[src/rtl/core/nearest_free_slot_allocator_unit_macros.svh]
// assertion macros for the nearest free slot allocator
// expects signals named clk and rst in the module that uses them
`ifndef NEAREST_FREE_SLOT_ALLOCATOR_UNIT_MACROS_SVH
`define NEAREST_FREE_SLOT_ALLOCATOR_UNIT_MACROS_SVH
`ifndef SYNTHESIS
`define NFSA_ASSERT_NOW(label, pre, post) \
  label: assert property (@(posedge clk) disable iff (rst) (pre) |-> (post)) \
    else $error("nfsa assertion failed");
`define NFSA_ASSERT_NEXT(label, pre, post) \
  label: assert property (@(posedge clk) disable iff (rst) (pre) |=> (post)) \
    else $error("nfsa assertion failed");
`else
`define NFSA_ASSERT_NOW(label, pre, post)
`define NFSA_ASSERT_NEXT(label, pre, post)
`endif
`endif

[src/rtl/core/nfsa_pkg.sv]
// shared types and constants for the nearest free slot allocator
// no dependencies
`timescale 1ns / 1ps

package nfsa_pkg;

  localparam int VALUE_W   = 16;
  localparam int SIZE_W    = 11;
  localparam int INDEX_W   = 10;
  localparam int SLOTS_DEF = 1024;
  localparam logic [SIZE_W-1:0] SIZE_RESET = 11'd1024;

  typedef struct packed {
    logic [VALUE_W-1:0] random_value;
    logic               new_batch;
  } nfsa_in_t;

  typedef struct packed {
    logic [INDEX_W-1:0] slot_index;
    logic               table_full;
  } nfsa_out_t;

  typedef enum logic [2:0] {
    S_CLEAR,
    S_IDLE,
    S_DIV,
    S_READ,
    S_CHECK
  } nfsa_state_t;

endpackage

[src/rtl/core/nearest_free_slot_allocator_unit.sv]
// Nearest free slot allocator. Each transfer on the input side brings a random word; the
// block takes it modulo n, the table size clamped to 1..SLOTS, with a bit-serial remainder
// unit, then walks a one-bit occupancy ram outward from that slot (start, +1, -1, +2, -2,
// with wrap), each probe a read then a check state as the ram read is registered. The
// first free slot is marked and returned; with no free slot among the first n entries the
// full flag comes back after 2 * n probes. A new request is taken only once the last
// result is loaded, so occupied neighbors and output stalls set the rate. A batch flag,
// and reset itself, start a clear pass over all SLOTS entries, one per cycle, taking no
// request. Depends on nfsa_pkg, nfsa_div, nfsa_ram and the assertion macro header.
`timescale 1ns / 1ps
`include "nearest_free_slot_allocator_unit_macros.svh"

module nearest_free_slot_allocator_unit #(
  parameter int SLOTS = nfsa_pkg::SLOTS_DEF
) (
  input  logic                        clk,
  input  logic                        rst,
  input  logic                        in_valid,
  output logic                        in_ready,
  input  nfsa_pkg::nfsa_in_t          in_data,
  output logic                        out_valid,
  input  logic                        out_ready,
  output nfsa_pkg::nfsa_out_t         out_data,
  input  logic                        cfg_we,
  input  logic [nfsa_pkg::SIZE_W-1:0] cfg_wdata
);

  localparam int AW = $clog2(SLOTS);
  localparam int SW = nfsa_pkg::SIZE_W;

  nfsa_pkg::nfsa_state_t state, state_next;

  logic [SW-1:0]        table_size;
  logic [SW-1:0]        n_eff;
  logic [AW-1:0]        clr_addr;
  logic                 clr_last;
  logic                 pend;
  nfsa_pkg::nfsa_in_t   item;
  logic [SW-1:0]        up, down, k;
  logic                 dir;
  logic [SW-1:0]        probe_pos;
  logic [AW-1:0]        probe_addr;
  logic                 probe_last;
  logic                 probe_adv;
  logic                 out_free;
  logic                 res_load;
  nfsa_pkg::nfsa_out_t  res_next;

  logic                 div_start;
  logic                 div_done;
  logic [SW-1:0]        div_rem;
  logic [nfsa_pkg::VALUE_W-1:0] div_dividend;

  logic                 ram_we;
  logic [AW-1:0]        ram_waddr;
  logic [0:0]           ram_wdata;
  logic                 ram_re;
  logic [0:0]           ram_rdata;

  always_comb begin
    if (table_size == '0) begin
      n_eff = SW'(1);
    end else if (32'(table_size) > SLOTS) begin
      n_eff = SW'(SLOTS);
    end else begin
      n_eff = table_size;
    end
  end

  assign clr_last   = clr_addr == AW'(SLOTS - 1);
  assign probe_pos  = dir ? down : up;
  assign probe_addr = AW'(probe_pos);
  assign probe_last = dir && (k == n_eff - SW'(1));
  assign out_free   = !out_valid || out_ready;
  assign div_dividend = (state == nfsa_pkg::S_IDLE) ? in_data.random_value
                                                    : item.random_value;

  // next state
  always_comb begin
    state_next = state;
    unique case (state)
      nfsa_pkg::S_CLEAR: begin
        if (clr_last) begin
          state_next = pend ? nfsa_pkg::S_DIV : nfsa_pkg::S_IDLE;
        end
      end
      nfsa_pkg::S_IDLE: begin
        if (in_valid) begin
          state_next = in_data.new_batch ? nfsa_pkg::S_CLEAR : nfsa_pkg::S_DIV;
        end
      end
      nfsa_pkg::S_DIV: begin
        if (div_done) begin
          state_next = nfsa_pkg::S_READ;
        end
      end
      nfsa_pkg::S_READ: begin
        state_next = nfsa_pkg::S_CHECK;
      end
      nfsa_pkg::S_CHECK: begin
        if (res_load) begin
          state_next = nfsa_pkg::S_IDLE;
        end else if (probe_adv) begin
          state_next = nfsa_pkg::S_READ;
        end
      end
      default: state_next = nfsa_pkg::S_IDLE;
    endcase
  end

  // outputs of the sequencer
  always_comb begin
    in_ready  = 1'b0;
    div_start = 1'b0;
    ram_we    = 1'b0;
    ram_waddr = clr_addr;
    ram_wdata = 1'b0;
    ram_re    = 1'b0;
    res_load  = 1'b0;
    res_next  = '0;
    probe_adv = 1'b0;
    unique case (state)
      nfsa_pkg::S_CLEAR: begin
        ram_we    = 1'b1;
        div_start = clr_last && pend;
      end
      nfsa_pkg::S_IDLE: begin
        in_ready  = 1'b1;
        div_start = in_valid && !in_data.new_batch;
      end
      nfsa_pkg::S_DIV: begin
      end
      nfsa_pkg::S_READ: begin
        ram_re = 1'b1;
      end
      nfsa_pkg::S_CHECK: begin
        if (!ram_rdata[0]) begin
          if (out_free) begin
            ram_we              = 1'b1;
            ram_waddr           = probe_addr;
            ram_wdata           = 1'b1;
            res_load            = 1'b1;
            res_next.slot_index = probe_pos[nfsa_pkg::INDEX_W-1:0];
            res_next.table_full = 1'b0;
          end
        end else if (probe_last) begin
          if (out_free) begin
            res_load            = 1'b1;
            res_next.table_full = 1'b1;
          end
        end else begin
          probe_adv = 1'b1;
        end
      end
      default: begin
      end
    endcase
  end

  always_ff @(posedge clk) begin
    if (rst) begin
      state      <= nfsa_pkg::S_CLEAR;
      table_size <= nfsa_pkg::SIZE_RESET;
      clr_addr   <= '0;
      pend       <= 1'b0;
      out_valid  <= 1'b0;
    end else begin
      state <= state_next;
      if (cfg_we) begin
        table_size <= cfg_wdata;
      end
      if (state == nfsa_pkg::S_CLEAR) begin
        clr_addr <= clr_last ? '0 : clr_addr + AW'(1);
      end
      if (in_valid && in_ready) begin
        pend <= 1'b1;
      end
      if (res_load) begin
        out_valid <= 1'b1;
      end else if (out_ready) begin
        out_valid <= 1'b0;
      end
    end
  end

  always_ff @(posedge clk) begin
    if (in_valid && in_ready) begin
      item <= in_data;
    end
    if (div_done && state == nfsa_pkg::S_DIV) begin
      up   <= div_rem;
      down <= div_rem;
      k    <= '0;
      dir  <= 1'b0;
    end else if (probe_adv) begin
      if (!dir) begin
        dir <= 1'b1;
      end else begin
        dir  <= 1'b0;
        up   <= (up == n_eff - SW'(1)) ? '0 : up + SW'(1);
        down <= (down == '0) ? n_eff - SW'(1) : down - SW'(1);
        k    <= k + SW'(1);
      end
    end
    if (res_load) begin
      out_data <= res_next;
    end
  end

  nfsa_div u_div (
    .clk       (clk),
    .rst       (rst),
    .start     (div_start),
    .dividend  (div_dividend),
    .divisor   (n_eff),
    .done      (div_done),
    .remainder (div_rem)
  );

  nfsa_ram #(
    .WIDTH (1),
    .DEPTH (SLOTS)
  ) u_map (
    .clk   (clk),
    .we    (ram_we),
    .waddr (ram_waddr),
    .wdata (ram_wdata),
    .re    (ram_re),
    .raddr (probe_addr),
    .rdata (ram_rdata)
  );

  `NFSA_ASSERT_NOW(a_rem_in_range, div_done, div_rem < n_eff)
  `NFSA_ASSERT_NOW(a_slot_in_range, res_load && !res_next.table_full, probe_pos < n_eff)
  `NFSA_ASSERT_NOW(a_mark_after_free, ram_we && ram_wdata[0], state == nfsa_pkg::S_CHECK && !ram_rdata[0])
  `NFSA_ASSERT_NOW(a_full_after_sweep, res_load && res_next.table_full, dir && k == n_eff - SW'(1))
  `NFSA_ASSERT_NEXT(a_result_held, res_load, out_valid && in_ready)

endmodule

[src/rtl/core/nfsa_ram.sv]
// generic single write, single read ram with registered read data
// no dependencies
`timescale 1ns / 1ps

module nfsa_ram #(
  parameter int WIDTH = 1,
  parameter int DEPTH = 1024
) (
  input  logic                     clk,
  input  logic                     we,
  input  logic [$clog2(DEPTH)-1:0] waddr,
  input  logic [WIDTH-1:0]         wdata,
  input  logic                     re,
  input  logic [$clog2(DEPTH)-1:0] raddr,
  output logic [WIDTH-1:0]         rdata
);

  logic [WIDTH-1:0] mem [DEPTH];

  always_ff @(posedge clk) begin
    if (we) begin
      mem[waddr] <= wdata;
    end
    if (re) begin
      rdata <= mem[raddr];
    end
  end

endmodule

[src/rtl/core/nfsa_div.sv]
// iterative restoring remainder unit, one quotient bit per cycle
// depends on nfsa_pkg
`timescale 1ns / 1ps

module nfsa_div (
  input  logic                         clk,
  input  logic                         rst,
  input  logic                         start,
  input  logic [nfsa_pkg::VALUE_W-1:0] dividend,
  input  logic [nfsa_pkg::SIZE_W-1:0]  divisor,
  output logic                         done,
  output logic [nfsa_pkg::SIZE_W-1:0]  remainder
);

  localparam int CW = $clog2(nfsa_pkg::VALUE_W + 1);

  logic                         busy;
  logic [CW-1:0]                cnt;
  logic [nfsa_pkg::VALUE_W-1:0] dvd;
  logic [nfsa_pkg::SIZE_W-1:0]  rem;
  logic [nfsa_pkg::SIZE_W-1:0]  dsr;
  logic [nfsa_pkg::SIZE_W:0]    trial;
  logic [nfsa_pkg::SIZE_W:0]    diff;
  logic [nfsa_pkg::SIZE_W-1:0]  rem_next;

  always_comb begin
    trial = {rem, dvd[nfsa_pkg::VALUE_W-1]};
    diff  = trial - {1'b0, dsr};
    if (trial >= {1'b0, dsr}) begin
      rem_next = diff[nfsa_pkg::SIZE_W-1:0];
    end else begin
      rem_next = trial[nfsa_pkg::SIZE_W-1:0];
    end
  end

  always_ff @(posedge clk) begin
    if (rst) begin
      busy <= 1'b0;
      done <= 1'b0;
    end else begin
      done <= 1'b0;
      if (start) begin
        busy <= 1'b1;
        cnt  <= CW'(nfsa_pkg::VALUE_W);
        dvd  <= dividend;
        rem  <= '0;
        dsr  <= divisor;
      end else if (busy) begin
        rem <= rem_next;
        dvd <= dvd << 1;
        cnt <= cnt - CW'(1);
        if (cnt == CW'(1)) begin
          busy <= 1'b0;
          done <= 1'b1;
        end
      end
    end
  end

  assign remainder = rem;

endmodule

[config.mk]
export PLATFORM = sky130hd
export DESIGN_NAME = nearest_free_slot_allocator_unit
export DESIGN_NICKNAME = d
export VERILOG_FILES = /design/src/rtl/core/nfsa_pkg.sv /design/src/rtl/core/nearest_free_slot_allocator_unit.sv /design/src/rtl/core/nfsa_ram.sv /design/src/rtl/core/nfsa_div.sv
export VERILOG_INCLUDE_DIRS = /design/src /design/src/rtl/core
export SDC_FILE = /design/constraint.sdc
export NUM_CORES = 2
export LEC_CHECK = 0
export ABC_AREA = 1
export BUFFER_PORTS_ARGS = -buffer_cell sky130_fd_sc_hd__buf_2
export CAP_MARGIN = 20
export CORE_MARGIN = 2
export CORE_UTILIZATION = 30
export CTS_CLUSTER_SIZE = 40
export DETAILED_ROUTE_END_ITERATION = 6
export PLACE_DENSITY_LB_ADDON = 0.3
export SLEW_MARGIN = 20
export SYNTH_ARGS = -nofsm -noshare
export SYNTH_HDL_FRONTEND = slang
export SYNTH_SLANG_ARGS = --single-unit
export TNS_END_PERCENT = 1
[constraint.sdc]
create_clock -name clk -period 32.5 [get_ports clk]
set_input_delay 1.625 -clock clk [delete_from_list [all_inputs] [get_ports clk]]
set_output_delay 1.625 -clock clk [all_outputs]
set_load 0.03 [all_outputs]
Word level (Yosys, flattened, before mapping)
Memory sizes are Yosys's and may differ from the RTL's. A register that Yosys moved wholly into a read port is not among the register bits.
Cells that the tools add are included.
- bits in read-only memories: 0
- RAM bits: 1024
- bits in latches: 0
- bits in registers: 132
- word-level logic and storage cells: 118
- memories: 1
- input port bits: 33
- output and inout bits: 13
- memory list (memory ; words ; bits a word ; rd ports ; clocked after memory_dff ; wr ports ; RTL line ; RTL):
    u_map.mem ; 1024 ; 1 ; 1 ; 1 ; 1 ; nfsa_ram.sv:18 ; logic [WIDTH-1:0] mem [DEPTH];
- muxes and demuxes: 52
- reductions and logical operators: 22
- eq/ne operators: 12
- order comparisons: 2
- $mul: 0
- shifts and indexed selects: 0
- add/subtract/negate cells: 7
- divide/modulo/power cells: 0
- bitwise gates (word level): 4
- operator list (cell ; number):
    $mux W11 ; 12
    $mux W10 ; 5
    $mux W16 ; 3
    $add A11 B1 Y11 const B ; 2
    $eq A11 B11 Y1 ; 2
    $logic_not A11 Y1 ; 2
    $sub A11 B1 Y11 const B ; 2
    $mux W1 ; 21
    $mux W3 ; 5
    $pmux W3 S5 ; 1
    $ge A12 B11 Y1 ; 1
    $gt A11 B11 Y1 const B ; 1
    $sub A11 B11 Y11 ; 1
    $add A10 B1 Y10 const B ; 1
    $eq A10 B10 Y1 const B ; 1
    $reduce_and A2 Y1 ; 4
    $reduce_bool A2 Y1 ; 4
    $eq A3 B2 Y1 const B ; 2
    $reduce_or A3 Y1 ; 2
    $eq A5 B1 Y1 const B ; 1
    $logic_and A1 B1 Y1 ; 5
    $mux W5 ; 1
    $sub A5 B1 Y5 const B ; 1
    $mux W2 ; 2
    11 further kinds ; 17

Logic depth before layout (Yosys ltp)
- depth after elaboration: 12
- depth in mapped cells: 24
- gate-level depth less buffers: 24

Hierarchy
A second synthesis with hierarchy kept.
- cells, all modules: 5702
- area, all modules: 54193.2 um^2
- modules (own cells, without submodules) (module ; area each (um^2) ; instances ; cells each ; seq. area each (um^2)):
    nfsa_ram ; 46402.0 ; 1 ; 4679 ; 30779.5
    nearest_free_slot_allocator_unit ; 5231.3 ; 1 ; 723 ; 2232.1
    nfsa_div ; 2560.0 ; 1 ; 300 ; 1331.3

Worst setup path before layout
No wires, ideal clock.
- kind: input-to-reg
- start: input port out_ready
- end: memory u_map.mem[0] (data pin)
- data arrival time: 14.646 ns
- setup time: 2.776 ns
- stages: 2
- data required time: 29.724 ns
- setup slack: 15.078 ns
- path through: nor2_1 > nor3_4
- word-level cells in the longest chain between the ends: 4
- ends and longest elaborated chain (item ; RTL line ; RTL):
    start, declared ; nearest_free_slot_allocator_unit.sv:22 ; input logic out_ready,
    $logic_or A1 B1 Y1 ; nearest_free_slot_allocator_unit.sv:74 ; assign out_free = !out_valid || out_ready;
    $mux W1 ; nearest_free_slot_allocator_unit.sv:138 ; if (out_free) begin
    $mux W1 ; nearest_free_slot_allocator_unit.sv:137 ; if (!ram_rdata[0]) begin
    $mux W1 ; nearest_free_slot_allocator_unit.sv:122 ; unique case (state)
    via ram_wdata ; nearest_free_slot_allocator_unit.sv:56 ; logic [0:0] ram_wdata;
    end, declared ; nfsa_ram.sv:18 ;
The timed path passes the listed nets, and every way through them passes these cells.

Worst setup path in the final report
- start: input port out_ready
- end: memory u_map.mem[393] (data pin)
The elaborated chain is that of the path after synthesis.

==> run_results.csv <==
group,metric,value,unit
sta,slew_violations,0,
cts,postCtsSetupRepairBufs,0,
cells_and_area,fillers,17950,
cts,htree_levels,4,
cells_and_area,area_growth,12.2,%
cts,insertion_delay,760,ps
synth,netlist_top_cells_area,"edfxtp_1 63%, nor2_1 12%, o21ai_0 5.6%",
synth,synth_flop_cell,"edfxtp_1",
synth,ys_seq_area_share,64.7,%
synth,syn_nets,5342,
grt,groute.usage.overall,17.4,%
sta,fmax,176,MHz
synth,yosysUniqueCellTypes,50,
synth,synthCells,5290,
placed_design,place.gp.congestion,0.849,
critical_path,cpPeakStageDelay,870,ps
floorplanning,die_area,180000,um2
critical_path,worstPathRequired,32910,ps
detailed_routing,post-route-drc-count,0,
status,status,"complete, no violations",
cts,holdBufCountCts,0,
grt,grt_pass1_vias,37164,
run,cap_violations,0,
critical_path,cp-start-kind,"input pin",
pwr,powerDensity,66.8,nW/um2
synth,synth_top_area_share,63.1,%
cts,cts_tree,"yes",
grt,overflow,0,
detailed_routing,drt-wirelength-per-cell,21.3,um
critical_path,critical_path.cell_chain,"buf_2, nor2_1, nor3_4, buf_4, buf_4, buf_4, buf_4, buf_4",
critical_path,crit_slowest_cell,"buf_4",
grt,grt_max_degree,246,
sta,tns,0,ps
sta,tightest_slew,1300,ps
detailed_routing,firstDrtPassIters,5,
synth,syn_area,53100,um2
cts,clk_pin_slew,60,ps
placed_design,place_area,55400,um2
cells_and_area,final_cell_area,59600,um2
pwr,finalPower,3.98,mW
detailed_routing,drt_wl_total,161000,um
cells_and_area,mostFrequentLayoutCells,"1,738 x nor2_1, 1,117 x edfxtp_1, 596 x o21ai_0, 335 x o211ai_1, 299 x nand2_1",
floorplanning,core_area,176000,um2
critical_path,path_max_fanout,110,
detailed_routing,num_vias,39047,
sta,hold_viol,0,
grt,grt_pass1_wl,238000,um
floorplanning,initial_utilization,30.2,%
floorplanning,ios,46,
min_path,min_path_type,"reg2reg",
cells_and_area,drive_gt1_share,8.27,%
cts,cts-resized-gates,0,
critical_path,crit_type,"in2reg",
critical_path,arrival,6110,ps
pwr,power_leakage,18.7,nW
cts,clock_path_buffers,3,
placed_design,dp_hpwl,82900,um
sta,hold_slack,485,ps
grt,antenna_found_initial,2,
detailed_routing,viasPerCell,5.16,
synth,synth_edf_count,1117,
synth,synth_top_cell_by_area,"edfxtp_1",
sta,rsz0062_at_grt,"no",
pwr,peakVddDrop,0.0449,mV
sta,fin_crit_sh,17.5,%
cells_and_area,final_common_cell,"nor2_1",
critical_path,worst_path_most_repeated_cell,"buf_4",
floorplanning,die_h,425,um
detailed_routing,first_iter_violations,3823,
floorplanning,die-width,425,um
synth,syn_area_per_cell,10.0,um2
sta,post-route-min-period,5700,ps
critical_path,critPathCaptureType,"flop",
floorplanning,placementRows,154,
sta,setup-violations-final,0,
cts,clockRootBuffer,"clkbuf_16",
detailed_routing,antenna_left,0,
cells_and_area,fin_nets,5170,
cts,clock_sinks,1157,
synth,ys_async_sr_fraction,0,%
sta,skew,38.7,ps
synth,synth_seq_cells,1157,
placed_design,port-buffer-count,45,
synth,yosys_warnings,0,
sta,slew_headroom,13.4,%
cts,cts_inserted_buffers,133,
Yosys cell counts (7+ instances only):
master    number
buf_2         79
xor2_1        24
edfxtp_1    1117
a31oi_1       16
dfxtp_1       40
a21oi_1       65
o22ai_1        7
o21ai_0      597
nor3_1        36
ha_1          18
clkbuf_1     297
buf_1         47
inv_1        202
nor2_2         8
o211ai_1     335
or2_2         31
inv_2         20
nand2_1      339
nor2_1      1739
nand4_1       10
nand3_1      192
xnor2_1        8
power by group:
part / internal, mW / leakage (nW) / switching, mW / total, mW
clock: 0.799 / 1.96 / 0.623 / 1.42
sequential: 1.64 / 10.7 / 0.00847 / 1.65
combinational: 0.230 / 6.07 / 0.685 / 0.915
total: 2.67 / 18.7 / 1.32 / 3.98
per-stage QoR:
step	cells	setup slack [ps]	utilization, %
after floorplan	5290	15080	-
after global placement	7316	26130	31.4
after global routing	7562	26450	33.9
after CTS	7558	26850	33.8
after detailed placement	7319	26050	31.5
final	7563	26800	33.9
registers in the layout, indices dropped and copies added (netlist names):
signal           cells
pend                 1
u_map.mem         1024
up                  11
out_valid            1
u_div.dsr           11
u_map.rdata          1
out_data            11
state                3
dir                  1
table_size          11
u_div.done           1
u_div.remainder     11
u_div.cnt            5
item                16
u_div.busy           1
down                11
u_div.dvd           16
clr_addr            10
k                   11
critical path, delay by kind of cell:
kind / cells / cell delay (ps)
simple gates: 2 / 220
buf+inv: 6 / 3980
path summary, 6_finish.rpt:
check | from | endpoint | slack (ps) | depth (start not counted)
worst min register to register | table_size[0] | table_size[0] | 490 | 2
worst max-delay path | out_ready | u_map.mem[393] | 26800 | 8
worst max register to register | state[1] | u_map.mem[393] | 27070 | 10
worst min-delay path | table_size[0] | table_size[0] | 490 | 2
area by class of cell:
cell class,instances,area (um2),area share [%]
clock inverter,67,556,0.932
inverter,225,858,1.44
multi-input combinational,3479,16500,27.6
tap,2340,2930,4.91
clock buffer,172,3510,5.88
timing repair buffer,122,973,1.63
antenna,1,2.50,0.00420
sequential,1157,34300,57.6
cell families (layout without fill, tap and decap cells):
logic type	after synthesis	in the layout	synth area share, %
AOI/OAI and AO/OA	1054	1054	11.8
DFF	1157	1157	64.7
and+or+nand+nor	2374	2374	17.7
adders and majority gates	19	19	0.462
xor gates and xnor gates	32	32	0.528
other	0	1	0
buffers and inverters	654	586	4.86
routing by layer:
metal / vias to the layer above / global-route usage (%) / wire [um]
met5: - / 0 / 17
li1: 17924 / - / -
met4: 2 / 5.46 / 4140
met1: 19541 / 23.1 / 69500
met3: 251 / 2.68 / 10200
met2: 1329 / 29.1 / 77100
Note: power is estimated with default switching activity, not from simulation.
